<file path="src/rtl/core/atf_pkg.sv">
package atf_pkg;

    // Line framing bytes
    localparam logic [7:0] START_DELIM   = 8'h7E;
    localparam logic [7:0] ESC_MARK      = 8'h7D;
    localparam logic [7:0] ESC_FLIP      = 8'h20;
    localparam logic [7:0] XON_CHAR      = 8'h11;
    localparam logic [7:0] XOFF_CHAR     = 8'h13;
    localparam logic [7:0] API_TX_REQ    = 8'h10;
    localparam logic [7:0] HDR_FIXED_LEN = 8'd14;
    localparam logic [7:0] CKSUM_BASE    = 8'hFF;
    localparam logic [7:0] MAX_PAYLOAD   = 8'd255;

    // Configuration register indexes
    localparam int unsigned CFG_IDX_W = 3;
    localparam logic [CFG_IDX_W-1:0] CFG_FRAME_ID  = 3'd0;
    localparam logic [CFG_IDX_W-1:0] CFG_DEST_LONG = 3'd1;
    localparam logic [CFG_IDX_W-1:0] CFG_DEST_NET  = 3'd2;
    localparam logic [CFG_IDX_W-1:0] CFG_SHORT     = 3'd3;
    localparam logic [CFG_IDX_W-1:0] CFG_RADIUS    = 3'd4;
    localparam logic [CFG_IDX_W-1:0] CFG_OPTIONS   = 3'd5;
    localparam int unsigned CFG_DATA_W = 64;

    typedef struct packed {
        logic [7:0]  frame_id;
        logic [63:0] dest_long_address;
        logic [15:0] dest_net_address;
        logic        short_addr_mode;
        logic [7:0]  hop_radius;
        logic [7:0]  tx_option_bits;
    } t_cfg;

    // One classified payload beat queued between front and back
    typedef struct packed {
        logic [7:0] pbyte;
        logic [7:0] cnt;    // clamped payload count, meaningful when first
        logic       first;  // opens a frame
        logic       last;   // closes a frame, checksum follows
    } t_entry;

    function automatic logic needs_escape(input logic [7:0] b);
        return (b == START_DELIM) || (b == ESC_MARK) || (b == XON_CHAR) || (b == XOFF_CHAR);
    endfunction

endpackage

</file>
<file path="src/rtl/core/atf_front.sv">
module atf_front (
    input  logic               i_clk,
    input  logic               i_rst_n,
    input  logic               i_tvalid,
    output logic               o_tready,
    input  logic [15:0]        i_tdata,
    input  logic               i_full,
    output logic               o_push,
    output atf_pkg::t_entry    o_entry
);

    logic [7:0] r_bytes_left;
    logic [7:0] n_bytes_left;
    logic [7:0] w_cnt;
    logic [7:0] w_left_after;
    logic       w_first;
    logic       w_accept;

    assign o_tready = !i_full;
    assign w_accept = i_tvalid && o_tready;
    assign w_first  = (r_bytes_left == 8'd0);

    // Clamp the count: zero means one, cap at the payload limit
    always_comb begin
        w_cnt = i_tdata[15:8];
        if (w_cnt == 8'd0) begin
            w_cnt = 8'd1;
        end else if (w_cnt > atf_pkg::MAX_PAYLOAD) begin
            w_cnt = atf_pkg::MAX_PAYLOAD;
        end
    end

    assign w_left_after = (w_first ? w_cnt : r_bytes_left) - 8'd1;

    always_comb begin
        n_bytes_left = r_bytes_left;
        if (w_accept) begin
            n_bytes_left = w_left_after;
        end
    end

    always_ff @(posedge i_clk) begin
        if (!i_rst_n) begin
            r_bytes_left <= 8'd0;
        end else begin
            r_bytes_left <= n_bytes_left;
        end
    end

    assign o_push        = w_accept;
    assign o_entry.pbyte = i_tdata[7:0];
    assign o_entry.cnt   = w_cnt;
    assign o_entry.first = w_first;
    assign o_entry.last  = (w_left_after == 8'd0);

endmodule

</file>
<file path="src/rtl/core/atf_fifo.sv">
module atf_fifo #(
    parameter int unsigned WIDTH = 18,
    parameter int unsigned DEPTH = 4
) (
    input  logic             i_clk,
    input  logic             i_rst_n,
    input  logic             i_push,
    input  logic [WIDTH-1:0] i_wdata,
    input  logic             i_pop,
    output logic [WIDTH-1:0] o_rdata,
    output logic             o_full,
    output logic             o_empty
);

    localparam int unsigned AW = (DEPTH > 1) ? $clog2(DEPTH) : 1;
    localparam int unsigned CW = $clog2(DEPTH + 1);

    logic [WIDTH-1:0] r_mem [DEPTH];
    logic [AW-1:0]    r_wr_ptr;
    logic [AW-1:0]    r_rd_ptr;
    logic [CW-1:0]    r_count;
    logic [AW-1:0]    n_wr_ptr;
    logic [AW-1:0]    n_rd_ptr;
    logic [CW-1:0]    n_count;
    logic             w_push;
    logic             w_pop;

    assign o_full  = (r_count == CW'(DEPTH));
    assign o_empty = (r_count == '0);
    assign w_push  = i_push && !o_full;
    assign w_pop   = i_pop && !o_empty;
    assign o_rdata = r_mem[r_rd_ptr];

    always_comb begin
        n_wr_ptr = r_wr_ptr;
        n_rd_ptr = r_rd_ptr;
        n_count  = r_count;
        if (w_push) begin
            n_wr_ptr = (r_wr_ptr == AW'(DEPTH - 1)) ? '0 : r_wr_ptr + 1'b1;
        end
        if (w_pop) begin
            n_rd_ptr = (r_rd_ptr == AW'(DEPTH - 1)) ? '0 : r_rd_ptr + 1'b1;
        end
        if (w_push && !w_pop) begin
            n_count = r_count + 1'b1;
        end else if (w_pop && !w_push) begin
            n_count = r_count - 1'b1;
        end
    end

    always_ff @(posedge i_clk) begin
        if (!i_rst_n) begin
            r_wr_ptr <= '0;
            r_rd_ptr <= '0;
            r_count  <= '0;
        end else begin
            r_wr_ptr <= n_wr_ptr;
            r_rd_ptr <= n_rd_ptr;
            r_count  <= n_count;
        end
    end

    always_ff @(posedge i_clk) begin
        if (w_push) begin
            r_mem[r_wr_ptr] <= i_wdata;
        end
    end

endmodule

</file>
<file path="src/rtl/core/atf_back.sv">
module atf_back (
    input  logic            i_clk,
    input  logic            i_rst_n,
    input  atf_pkg::t_cfg   i_cfg,
    input  atf_pkg::t_entry i_entry,
    input  logic            i_empty,
    output logic            o_pop,
    output logic            o_tvalid,
    input  logic            i_tready,
    output logic [7:0]      o_tdata,
    output logic            o_tlast,
    output logic            o_tuser
);

    // Raw byte positions of one frame
    localparam logic [4:0] IDX_START    = 5'd0;
    localparam logic [4:0] IDX_LEN_HI   = 5'd1;
    localparam logic [4:0] IDX_LEN_LO   = 5'd2;
    localparam logic [4:0] IDX_API      = 5'd3;
    localparam logic [4:0] IDX_FRAME_ID = 5'd4;
    localparam logic [4:0] IDX_ADDR0    = 5'd5;
    localparam logic [4:0] IDX_NET_HI   = 5'd13;
    localparam logic [4:0] IDX_NET_LO   = 5'd14;
    localparam logic [4:0] IDX_RADIUS   = 5'd15;
    localparam logic [4:0] IDX_OPTIONS  = 5'd16;
    localparam logic [4:0] IDX_PAYLOAD  = 5'd17;
    localparam logic [4:0] IDX_CKSUM    = 5'd18;

    atf_pkg::t_entry r_ent;
    atf_pkg::t_entry n_ent;
    logic            r_busy,   n_busy;
    logic [4:0]      r_idx,    n_idx;
    logic            r_half,   n_half;
    logic [7:0]      r_sum,    n_sum;
    logic            r_ovalid, n_ovalid;
    logic [7:0]      r_odata,  n_odata;
    logic            r_olast,  n_olast;
    logic            r_ouser,  n_ouser;

    logic [7:0] w_raw;
    logic [8:0] w_len;
    logic [2:0] w_addr_k;
    logic [7:0] w_addr_byte;
    logic       w_need_esc;
    logic       w_advance;
    logic       w_step_done;
    logic       w_ent_done;
    logic       w_is_data;

    assign w_len    = 9'(atf_pkg::HDR_FIXED_LEN) + 9'(r_ent.cnt);
    assign w_addr_k = 3'(r_idx - IDX_ADDR0);

    // Destination bytes, most significant first; short mode zeroes all but two
    always_comb begin
        case (w_addr_k)
            3'd0:    w_addr_byte = i_cfg.dest_long_address[63:56];
            3'd1:    w_addr_byte = i_cfg.dest_long_address[55:48];
            3'd2:    w_addr_byte = i_cfg.dest_long_address[47:40];
            3'd3:    w_addr_byte = i_cfg.dest_long_address[39:32];
            3'd4:    w_addr_byte = i_cfg.dest_long_address[31:24];
            3'd5:    w_addr_byte = i_cfg.dest_long_address[23:16];
            3'd6:    w_addr_byte = i_cfg.dest_long_address[15:8];
            default: w_addr_byte = i_cfg.dest_long_address[7:0];
        endcase
        if (i_cfg.short_addr_mode && (w_addr_k >= 3'd2)) begin
            w_addr_byte = 8'd0;
        end
    end

    always_comb begin
        case (r_idx)
            IDX_START:    w_raw = atf_pkg::START_DELIM;
            IDX_LEN_HI:   w_raw = {7'd0, w_len[8]};
            IDX_LEN_LO:   w_raw = w_len[7:0];
            IDX_API:      w_raw = atf_pkg::API_TX_REQ;
            IDX_FRAME_ID: w_raw = i_cfg.frame_id;
            IDX_NET_HI:   w_raw = i_cfg.dest_net_address[15:8];
            IDX_NET_LO:   w_raw = i_cfg.dest_net_address[7:0];
            IDX_RADIUS:   w_raw = i_cfg.hop_radius;
            IDX_OPTIONS:  w_raw = i_cfg.tx_option_bits;
            IDX_PAYLOAD:  w_raw = r_ent.pbyte;
            IDX_CKSUM:    w_raw = atf_pkg::CKSUM_BASE - r_sum;
            default:      w_raw = w_addr_byte;
        endcase
    end

    assign w_need_esc  = atf_pkg::needs_escape(w_raw) && (r_idx != IDX_START);
    assign w_advance   = r_busy && (!r_ovalid || i_tready);
    assign w_step_done = !w_need_esc || r_half;
    assign w_ent_done  = w_step_done &&
                         ((r_idx == IDX_CKSUM) || ((r_idx == IDX_PAYLOAD) && !r_ent.last));
    assign w_is_data   = (r_idx >= IDX_API) && (r_idx <= IDX_PAYLOAD);
    assign o_pop       = (!r_busy || (w_advance && w_ent_done)) && !i_empty;

    always_comb begin
        n_ent    = r_ent;
        n_busy   = r_busy;
        n_idx    = r_idx;
        n_half   = r_half;
        n_sum    = r_sum;
        n_ovalid = r_ovalid;
        n_odata  = r_odata;
        n_olast  = r_olast;
        n_ouser  = r_ouser;
        if (w_advance) begin
            n_ovalid = 1'b1;
            n_odata  = w_need_esc ? (r_half ? (w_raw ^ atf_pkg::ESC_FLIP) : atf_pkg::ESC_MARK)
                                  : w_raw;
            n_olast  = w_ent_done;
            n_ouser  = w_ent_done && (r_idx == IDX_CKSUM);
            n_half   = w_need_esc && !r_half;
            if (w_step_done) begin
                if (w_is_data) begin
                    n_sum = ((r_idx == IDX_API) ? 8'd0 : r_sum) + w_raw;
                end
                n_idx = r_idx + 5'd1;
            end
            if (w_ent_done) begin
                n_busy = 1'b0;
            end
        end else if (i_tready) begin
            n_ovalid = 1'b0;
        end
        if (o_pop) begin
            n_ent  = i_entry;
            n_busy = 1'b1;
            n_idx  = i_entry.first ? IDX_START : IDX_PAYLOAD;
            n_half = 1'b0;
        end
    end

    always_ff @(posedge i_clk) begin
        if (!i_rst_n) begin
            r_busy   <= 1'b0;
            r_idx    <= IDX_START;
            r_half   <= 1'b0;
            r_sum    <= 8'd0;
            r_ovalid <= 1'b0;
        end else begin
            r_busy   <= n_busy;
            r_idx    <= n_idx;
            r_half   <= n_half;
            r_sum    <= n_sum;
            r_ovalid <= n_ovalid;
        end
    end

    always_ff @(posedge i_clk) begin
        r_ent   <= n_ent;
        r_odata <= n_odata;
        r_olast <= n_olast;
        r_ouser <= n_ouser;
    end

    assign o_tvalid = r_ovalid;
    assign o_tdata  = r_odata;
    assign o_tlast  = r_olast;
    assign o_tuser  = r_ouser;

endmodule

</file>
<file path="src/rtl/core/api_tx_request_framer.sv">
// An accepted beat passes queue memory, entry register and output register to the line.
// Throughput: one line byte per cycle from the back-end sequencer while the line is
// ready; a payload beat yields its byte, escaped where needed, plus the checksum on the
// closing beat; the beat that opens a frame also yields delimiter, length and header.
// Reset (i_rst_n low, synchronous): queue, sequencer and frame state clear; the
// configuration registers return to their documented defaults.
module api_tx_request_framer #(
    parameter int unsigned QUEUE_DEPTH = 4
) (
    input  logic                               i_clk,
    input  logic                               i_rst_n,
    // Configuration write port
    input  logic                               i_cfg_we,
    input  logic [atf_pkg::CFG_IDX_W-1:0]      i_cfg_index,
    input  logic [atf_pkg::CFG_DATA_W-1:0]     i_cfg_data,
    // Payload beats in
    input  logic                               s_axis_tvalid,
    output logic                               s_axis_tready,
    input  logic [15:0]                        s_axis_tdata,  // [7:0] payload_byte, [15:8] payload_count
    // Escaped line bytes out
    output logic                               m_axis_tvalid,
    input  logic                               m_axis_tready,
    output logic [7:0]                         m_axis_tdata,  // [7:0] line_byte
    output logic                               m_axis_tlast,  // run_end: last byte caused by the input beat
    output logic                               m_axis_tuser   // [0] frame_end: last byte of the checksum
);

    // Configuration registers. Writes must arrive only while the framer is idle; the block
    // does not enforce this. The back end reads them live while it builds each header.
    atf_pkg::t_cfg r_cfg;
    atf_pkg::t_cfg n_cfg;

    always_comb begin
        n_cfg = r_cfg;
        if (i_cfg_we) begin
            case (i_cfg_index)
                atf_pkg::CFG_FRAME_ID:  n_cfg.frame_id          = i_cfg_data[7:0];
                atf_pkg::CFG_DEST_LONG: n_cfg.dest_long_address = i_cfg_data;
                atf_pkg::CFG_DEST_NET:  n_cfg.dest_net_address  = i_cfg_data[15:0];
                atf_pkg::CFG_SHORT:     n_cfg.short_addr_mode   = i_cfg_data[0];
                atf_pkg::CFG_RADIUS:    n_cfg.hop_radius        = i_cfg_data[7:0];
                atf_pkg::CFG_OPTIONS:   n_cfg.tx_option_bits    = i_cfg_data[7:0];
                default:                n_cfg = r_cfg;  // drop writes to unknown indexes
            endcase
        end
    end

    always_ff @(posedge i_clk) begin
        if (!i_rst_n) begin
            r_cfg.frame_id          <= 8'd1;
            r_cfg.dest_long_address <= 64'd0;
            r_cfg.dest_net_address  <= 16'hFFFE;
            r_cfg.short_addr_mode   <= 1'b0;
            r_cfg.hop_radius        <= 8'd0;
            r_cfg.tx_option_bits    <= 8'd0;
        end else begin
            r_cfg <= n_cfg;
        end
    end

    // Front end: accept a beat, track the bytes left in the frame and mark the
    // beats that open and close a frame.
    atf_pkg::t_entry                  w_push_entry;
    logic                             w_push;
    logic                             w_full;
    logic                             w_empty;
    logic                             w_pop;
    logic [$bits(atf_pkg::t_entry)-1:0] w_pop_data;

    atf_front u_front (
        .i_clk    (i_clk),
        .i_rst_n  (i_rst_n),
        .i_tvalid (s_axis_tvalid),
        .o_tready (s_axis_tready),
        .i_tdata  (s_axis_tdata),
        .i_full   (w_full),
        .o_push   (w_push),
        .o_entry  (w_push_entry)
    );

    // Short queue: lets the front keep taking beats while the back is still
    // expanding a header or waiting on the line.
    atf_fifo #(
        .WIDTH ($bits(atf_pkg::t_entry)),
        .DEPTH (QUEUE_DEPTH)
    ) u_fifo (
        .i_clk   (i_clk),
        .i_rst_n (i_rst_n),
        .i_push  (w_push),
        .i_wdata (w_push_entry),
        .i_pop   (w_pop),
        .o_rdata (w_pop_data),
        .o_full  (w_full),
        .o_empty (w_empty)
    );

    // Back end: walk delimiter, length, header, payload and checksum one raw byte
    // at a time, escape each as a mark byte then the flipped byte where needed, and hold
    // the result in the output register until the line takes it.
    atf_back u_back (
        .i_clk    (i_clk),
        .i_rst_n  (i_rst_n),
        .i_cfg    (r_cfg),
        .i_entry  (atf_pkg::t_entry'(w_pop_data)),
        .i_empty  (w_empty),
        .o_pop    (w_pop),
        .o_tvalid (m_axis_tvalid),
        .i_tready (m_axis_tready),
        .o_tdata  (m_axis_tdata),
        .o_tlast  (m_axis_tlast),
        .o_tuser  (m_axis_tuser)
    );

endmodule

</file>
<file path="config.mk">
export PLATFORM = sky130hd
export DESIGN_NAME = api_tx_request_framer
export DESIGN_NICKNAME = d
export VERILOG_FILES = /design/src/rtl/core/atf_pkg.sv /design/src/rtl/core/atf_front.sv /design/src/rtl/core/atf_fifo.sv /design/src/rtl/core/atf_back.sv /design/src/rtl/core/api_tx_request_framer.sv
export SDC_FILE = /design/constraint.sdc
export NUM_CORES = 1
export LEC_CHECK = 0
export ABC_AREA = 1
export BUFFER_PORTS_ARGS = -buffer_cell sky130_fd_sc_hd__buf_2
export CAP_MARGIN = 20
export CORE_UTILIZATION = 55
export CTS_CLUSTER_SIZE = 30
export DETAILED_ROUTE_END_ITERATION = 8
export PLACE_DENSITY = 0.74
export SLEW_MARGIN = 25
export SYNTH_ARGS = -nofsm -noshare
export SYNTH_HDL_FRONTEND = slang
export SYNTH_HIERARCHICAL = 1
export SYNTH_SLANG_ARGS = --single-unit
</file>
<file path="constraint.sdc">
create_clock -name i_clk -period 4.8 [get_ports i_clk]
set_clock_uncertainty 0.05 [all_clocks]
set_input_delay 0.96 -clock i_clk [delete_from_list [all_inputs] [get_ports i_clk]]
set_output_delay 0.96 -clock i_clk [all_outputs]
set_load 0.01 [all_outputs]
</file>
== Word-level counts from Yosys, hierarchy flattened ==
Memories as Yosys holds them, arrays and structs flattened. A register that Yosys moved wholly into a read port is not among the register bits.
Index checks and enable logic that the tools add are counted.
Cells by class
  reduce and logical (&&, ||, !) cells: 54
  bitwise operators: 2
  muxes and demuxes: 26
  equality and inequality tests: 28
  order comparisons: 4
  add/sub/neg operators: 10
Operators by type and width (number)
  one-hot mux 8 bit (11 select lines): 1
  two-way mux 8 bit: 7
  one-hot mux 8 bit (7 select lines): 1
  logical NOT 8 bit: 3
  two-way mux 5 bit: 4
  equality test 3 bit (second input constant): 6
  equality test 8 x 5 -> 1 bit (second input constant): 2
  equality test 8 x 7 -> 1 bit (second input constant): 2
  AND reduction 2 bit: 8
  equality test 5 x 4 -> 1 bit (second input constant): 3
  equality test 5 bit (second input constant): 3
  logical AND 1 bit: 15
  equality test 3 x 2 -> 1 bit (second input constant): 4
  equality test 5 x 2 -> 1 bit (second input constant): 2
  nonzero test 2 bit: 5
  adder 4 x 8 -> 9 bit (first input constant): 1
  logical NOT 1 bit: 9
  logical NOT 3 bit: 3
  adder 8 bit: 1
  greater-than comparator 8 bit (second input constant): 1
  two-way mux 2 bit: 4
  subtractor 8 x 1 -> 8 bit (second input constant): 1
  subtractor 8 bit (first input constant): 1
  logical OR 1 bit: 7
  other kinds (19): 30
Word-level totals
  register bits after elaboration: 163
  memories kept: 1
  output and inout port bits: 12
  memory bits (writable): 72
  logic and storage cells: 146
  input port bits: 88
Memories
  u_fifo.r_mem: depth 4, bits a word 18, read ports 1, clocked after Yosys merged registers in 1, write ports 1, RTL line atf_fifo.sv:18  | logic [WIDTH-1:0] r_mem [DEPTH];

== Depth between registers and ports, before layout ==
  depth in word-level cells: 20
  gate-level depth with buffers: 33
  gate-level depth less buffers: 32

== Modules after synthesis ==
The synthesis kept the hierarchy.
By module, submodules not included
  api_tx_request_framer: area an instance 4361.7 µm², instances 1, cells an instance 633, seq. area each 2102.0 µm²
  atf_back: area an instance 3860.0 µm², instances 1, cells an instance 576, seq. area each 1131.1 µm²
  atf_fifo: area an instance 3210.6 µm², instances 1, cells an instance 246, seq. area each 2342.2 µm²
  atf_front: area an instance 787.0 µm², instances 1, cells an instance 121, seq. area each 160.2 µm²

== Least setup slack after synthesis ==
No wires, ideal clock.
  path type: flip-flop to flip-flop
  start point: register u_back.r_idx[1]
  end point: register u_fifo.r_count[1]
  setup time: 116 ps
  path buffers: 2
  period minus slack after synthesis: 3937 ps
  slack: 863 ps
  required time: 4634 ps
  stages on the path, launching flop included: 29
  arrival time: 3771 ps
  cell sequence: dfxtp_1 ha_1 clkbuf_1 inv_1 nor2_1 ha_1 buf_1 inv_1 nand3_1 nor2_2 nand2_4 clkinv_4 nand3_2 nand2_1 nor2_1 nor2_1 nand2_1 nand2_1 nand3_2 nand3_2 nand2_4 nand2_8 inv_2 nand2_1 ha_1 inv_1 fa_1 o21ai_0 nor2_1
On the way
  cells in the longest elaborated chain, start to end: 20
  elaborated cells between the ends (all ways): 47
  those cells by class: 1 x add/sub; 1 x order compare; 20 x eq/ne; 4 x mux; 21 x reduce/logical
Ends and longest elaborated chain
  from (decl): RTL line atf_back.sv:32  | logic [4:0] r_idx, n_idx;
  from (signal assigned): RTL line atf_back.sv:141  | r_idx <= n_idx;
  subtractor 3 bit: RTL line atf_back.sv:51  | assign w_addr_k = 3'(r_idx - IDX_ADDR0);
  equality test 3 bit (tied with other cells): RTL line atf_back.sv:55  | case (w_addr_k)
  one-hot mux 8 bit (7 select lines) or logical AND 1 bit (tied branches): RTL line atf_back.sv:55, atf_back.sv:65
  two-way mux 8 bit: RTL line atf_back.sv:65  | if (i_cfg.short_addr_mode && (w_addr_k >= 3'd2)) begin
  one-hot mux 8 bit (11 select lines): RTL line atf_back.sv:71  | case (r_idx)
  equality test 8 x 7 -> 1 bit: RTL line atf_pkg.sv:42  | return (b == START_DELIM) || (b == ESC_MARK) || (b == XON_CHAR) || (b == XOFF_CHAR);
  logical OR 1 bit (3 in series): RTL line atf_pkg.sv:42
  logical AND 1 bit: RTL line atf_back.sv:87  | assign w_need_esc = atf_pkg::needs_escape(w_raw) && (r_idx != IDX_START);
  (+4 left out)
  logical OR 1 bit (*): RTL line atf_back.sv:93  | assign o_pop = (!r_busy || (w_advance && w_ent_done)) && !i_empty;
  logical AND 1 bit (*): RTL line atf_back.sv:93
  net w_pop: RTL line api_tx_request_framer.sv:67  | logic w_pop;
  logical AND 1 bit (*): RTL line atf_fifo.sv:31  | assign w_pop = i_pop && !o_empty;
  logical NOT 1 bit (*): RTL line atf_fifo.sv:44  | if (w_push && !w_pop) begin
  logical AND 1 bit (*): RTL line atf_fifo.sv:44
  two-way mux 3 bit (*): RTL line atf_fifo.sv:44
  net u_fifo.n_count[1]: RTL line atf_fifo.sv:24  | logic [CW-1:0] n_count;
  to (signal assigned): RTL line atf_fifo.sv:59  | r_count <= n_count;
  to (decl): RTL line atf_fifo.sv:21  | logic [CW-1:0] r_count;
The timed path passes the listed nets; every way through them passes the cells marked *.
A chain may end at the register's enable or synchronous reset.

== Worst setup path in the final report ==
  start point: register u_back.r_idx[0]
  end point: register u_fifo.r_count[2]
On the way
  cells in the longest elaborated chain, start to end: 20
  elaborated cells between the ends (all ways): 47
  those cells by class: 1 x add/sub; 1 x order compare; 20 x eq/ne; 4 x mux; 21 x reduce/logical
Ends and longest elaborated chain (RTL line)
  subtractor 3 bit: atf_back.sv:51
  equality test 3 bit (tied with other cells): atf_back.sv:55
  one-hot mux 8 bit (7 select lines) or logical AND 1 bit (tied branches): atf_back.sv:55, atf_back.sv:65
  two-way mux 8 bit: atf_back.sv:65
  one-hot mux 8 bit (11 select lines): atf_back.sv:71
  equality test 8 x 7 -> 1 bit: atf_pkg.sv:42
  logical OR 1 bit (3 in series): atf_pkg.sv:42
  logical AND 1 bit: atf_back.sv:87
  (+3 left out)
  logical AND 1 bit (*): atf_back.sv:93
  logical OR 1 bit (*): atf_back.sv:93
  logical AND 1 bit (*): atf_back.sv:93
  net w_pop: api_tx_request_framer.sv:67
  logical AND 1 bit (*): atf_fifo.sv:31
  logical NOT 1 bit: atf_fifo.sv:44
  logical AND 1 bit: atf_fifo.sv:44
  two-way mux 3 bit or nonzero test 2 bit (tied branches)
Marked as above.

==> run summary <==
IR analysis of the VDD net gives a maximum drop of 0.442 mV. The synthesized netlist contains 49 unique library cells. Cell internal power was estimated by the tool at 0.00498 W. The y dimension of the die is about 150 um. Summing over every cut layer, the via total after detailed routing is 10100. The number of nets in the layout came out at approximately 1700. The Yosys step of the flow raised 6 warnings. The number of nets handed over by synthesis was around 1700. The total standard cell area after synthesis is approximately 12000 um^2. The final critical-path required period came out at roughly 4.3 ns. The effective utilization at floorplan is 0.560. In this design, the critical path's most frequently occurring cell is nand2_1. The maximum frequency from static timing analysis came out at ~0.23 GHz. The first detailed-routing pass ran for 5 iterations.

The max capacitance violation total is 0. The setup TNS is 0 ns. The share of cells above drive strength 1 is 0.155. For this design, the CTS-stage hold fixing added 0 buffers. The share of the synthesized netlist area taken by xor and xnor gates came out at 0.00645. The clock-pin slew of the registers on the worst-case setup and hold paths came out at roughly 0.060 ns.

Along the worst path, the maximum fanout reaches 27. The setup path with the least slack is of type reg -> reg. The fraction of registers with async set/reset is 0.

The number of hold-slack violations in the final timing report is 0. Once detail routing completed, the nets flagged for antenna violations numbered 0. Setup repair after global routing left no endpoint under its margin.

The worst setup path is captured at a flip-flop. The total DRC errors in the routed layout is 0. The area used by multi-input combinational logic came out at about 5200 um^2. In this run the standard cell core region covers between 20000 and 25000 um^2. Relative to the synthesized area, the layout overhead comes to 11.0%. The pin count of the biggest net entering global routing came out at just under 80. The delay of the slowest critical-path stage is 0.38 ns.

The leading cell type in the layout, fill and taps excluded is nand2_1. The overall routing resource usage is 0.268. The number of pins with negative max-slew slack in the final report came out at 0.

The number of input and output port buffers inserted came out at between 90 and 100. Dividing total power by cell area gives a power density of 617 nW/um^2. The mux cell area share after synthesis came out at 0. The via count of the first global-routing pass was 9427.

The filler cells instantiated in the layout total slightly below 2000. The final worst-path cycle share came out at 0.897. The kind of start point of the critical path is a flip-flop. The sequential cell area fraction in the yosys report came out at 0.469. The clock network fraction of design power came out at 0.254. The final HPWL from detailed placement came out at 21.6 mm. Of the total synthesized cell area, the portion taken by full adders, half adders and majority gates is 0.0258. The initial antenna violation count came out at 0. The share of the synthesized area in compound gates (AO/OA/AOI/OAI) was 0.0626. The top cell types in the final layout, fill and taps aside, are 320 x nand2_1, 310 x nor2_1, 174 x inv_1, 172 x nand3_1, 138 x dfxtp_1. At the later pin of the worst-skew pair, clock insertion delay measures roughly 0.54 ns.

For this block, the initial DRC count from the detailed router was 760. Synthesis handed over a netlist of between 1500 and 2000 instances. The number of buffers on the longest clock path is 3.

The share of total power dissipated in combinational logic is 0.415. CTS built an H-tree with a depth of 1. In this run the static leakage power is between 6 and 7 nW. Data on the critical path is required at its endpoint by 5.23 ns. The overall die area came out at around 23000 um^2. The final setup violation count is 0. The worst-margin pin slew came out at 0.907 ns.

The routed design has ~30 mm of wire. The post-synthesis simple-gate area fraction is 0.332. The area used by sequential logic in the layout is 5740 um^2. The wire length of the first global-routing pass came out at approximately 47 mm. For the worst setup path, the data arrival time is ~4.7 ns. The combinational family with the most area after synthesis is simple AND/OR/NAND/NOR gates. The worst hold-check path type is reg -> reg. TritonCTS built the clock tree.

The fraction of power spent switching nets came out at 0.405. The number of placement rows came out at between 50 and 60. The weighted congestion reported at the end of routability-driven placement came out at ~0.9. The final core utilization came out at 0.622. Global routing finished with a remaining overflow of 0. In this run, synthesis produced a sequential element count of 237. Counting flops with a built-in enable in the synthesized netlist gives between 90 and 100.

The number of clock sinks is 237. The count of placed standard cells in the final layout, fillers left out is 1933. Dividing the detail-routed via count by the number of cells gives 5.23. The tree is rooted in a clkbuf_16. The net switching component of the power is 0.00339 W. The sequential share of power came out at 0.331. The number of antenna diodes in the final layout is 0. The count of boundary I/O pins is 100. The slowest cell on the critical path is fa_1. The number of clock buffers inserted by TritonCTS came out at 25.

Each instance of the synthesized netlist takes up on average slightly below 8 um^2. The total instance count after detailed placement is approximately 1900. The flow ran to the end, and the final reports show no timing, DRC or antenna violations. The leading register cell type out of synthesis is dfxtp_1. The horizontal die dimension is 151 um. The routed wire length per instance is 15.4 um. The relative slew slack came out at 0.394.
==> path summary, 6_finish.rpt <==
path / slack [ns] / endpoint / from / cells past startpoint
worst max-delay path: 0.49 / u_fifo/r_count[2] / u_back/r_idx[0] / 30
worst min-delay path: 0.42 / u_back/r_sum[1] / u_back/r_sum[1] / 2
worst max register to register: 0.49 / u_fifo/r_count[2] / u_back/r_idx[0] / 30
worst min register to register: 0.42 / u_back/r_sum[1] / u_back/r_sum[1] / 2
==> flip-flops by register name (all words and copies together) (netlist names), named ones only <==
register / cells
r_cfg: 105
u_fifo/r_mem: 72
u_back/r_ent: 17
u_back/o_tdata: 8
u_back/r_sum: 8
u_front/r_bytes_left: 8
u_back/r_idx: 5
u_fifo/r_count: 3
u_fifo/r_rd_ptr: 2
u_fifo/r_wr_ptr: 2
u_back/o_tlast: 1
u_back/o_tuser: 1
u_back/o_tvalid: 1
u_back/r_busy: 1
u_back/r_half: 1
==> synth_stat cells, types with 2 or more instances <==
master | count | area, um^2
a211oi_1 | 2 | 15.0
a21oi_1 | 24 | 120
a21oi_2 | 6 | 52.6
buf_1 | 11 | 41.3
buf_2 | 11 | 55.1
buf_4 | 27 | 203
buf_6 | 17 | 191
clkbuf_1 | 13 | 48.8
dfxtp_1 | 138 | 2760
edfxtp_1 | 99 | 2970
fa_1 | 2 | 40.0
ha_1 | 22 | 275
inv_1 | 174 | 653
inv_2 | 12 | 45.0
nand2_1 | 321 | 1200
nand2_2 | 20 | 125
nand2_4 | 12 | 135
nand3_1 | 172 | 861
nand3_2 | 9 | 90.1
nand3b_1 | 3 | 22.5
nand4_1 | 23 | 144
nor2_1 | 312 | 1170
nor2_2 | 14 | 87.6
nor2_4 | 3 | 33.8
nor2_8 | 3 | 60.1
nor3_1 | 6 | 30.0
o211ai_1 | 2 | 15.0
o21ai_0 | 49 | 245
o21ai_1 | 17 | 85.1
o21ai_2 | 4 | 35.0
o21bai_2 | 3 | 33.8
o22ai_1 | 18 | 113
or2_2 | 4 | 25.0
xnor2_1 | 4 | 35.0
xor2_1 | 5 | 43.8
==> metal layers <==
| layer | wire, um | global-route usage | part of all wire |
|---|---|---|---|
| met5 | 0 | 0 | 0 |
| met4 | 1100 | 0.108 | 0.037 |
| met3 | 1570 | 0.0352 | 0.053 |
| met2 | 14000 | 0.452 | 0.47 |
| met1 | 13100 | 0.349 | 0.44 |
==> cell families (layout without fill, tap and decap cells) <==
family                     count (synthesis)  in the layout
and+or+nand+nor                          907            907
buffers and inverters                    269            346
DFF                                      237            237
AOI/OAI and AO/OA                        130            130
adders and majority gates                 24             24
xor gates and xnor gates                   9              9
==> power groups by stage <==
stage / Combinational (W) / Clock [W] / Sequential (W)
after CTS: 0.00342 / 0.00217 / 0.00277
after global routing: 0.00387 / 0.00223 / 0.00280
after global placement: 0.00338 / 0 / 0.00281
final: 0.00347 / 0.00212 / 0.00277
after detailed placement: 0.00340 / 0 / 0.00281
after floorplan: 0.00270 / 0 / 0.00273
==> metrics by stage <==
stage / setup slack, ns / hold WS, ns / total power (W) / instance area (um^2)
2_1_floorplan: 0.863 / 0.391 / 0.00542 / 12200
3_3_place_gp: 0.475 / 0.405 / 0.00618 / 12600
3_5_place_dp: 0.387 / 0.410 / 0.00621 / 12600
4_1_cts: 0.367 / 0.427 / 0.00836 / 13500
5_1_grt: 0.0336 / 0.442 / 0.00891 / 13600
6_report: 0.493 / 0.422 / 0.00837 / 13600
==> final cells by class <==
| cell class | instances | share of cell area |
|---|---|---|
| flip-flops and latches | 237 | 0.423 |
| multi-input cells | 1070 | 0.387 |
| inverters | 190 | 0.0540 |
| clock buffers | 32 | 0.0518 |
| repair buffers | 110 | 0.0428 |
| well taps | 280 | 0.0258 |
| clock inverters | 14 | 0.0161 |
==> worst max-delay path, delay by kind of cell (launching register included) <==
kind          cells  cell delay (ns)
buf+inv           5             0.49
simple gates     22             2.55
flops             1             0.36
fa+ha+maj         3             0.82
==> repair_timing <==
action,in CTS,in global routing
gates resized for setup,0,6
buffers inserted,0,0
setup endpoints to repair,0,2
No activity file was read; power rests on OpenSTA's default activity.
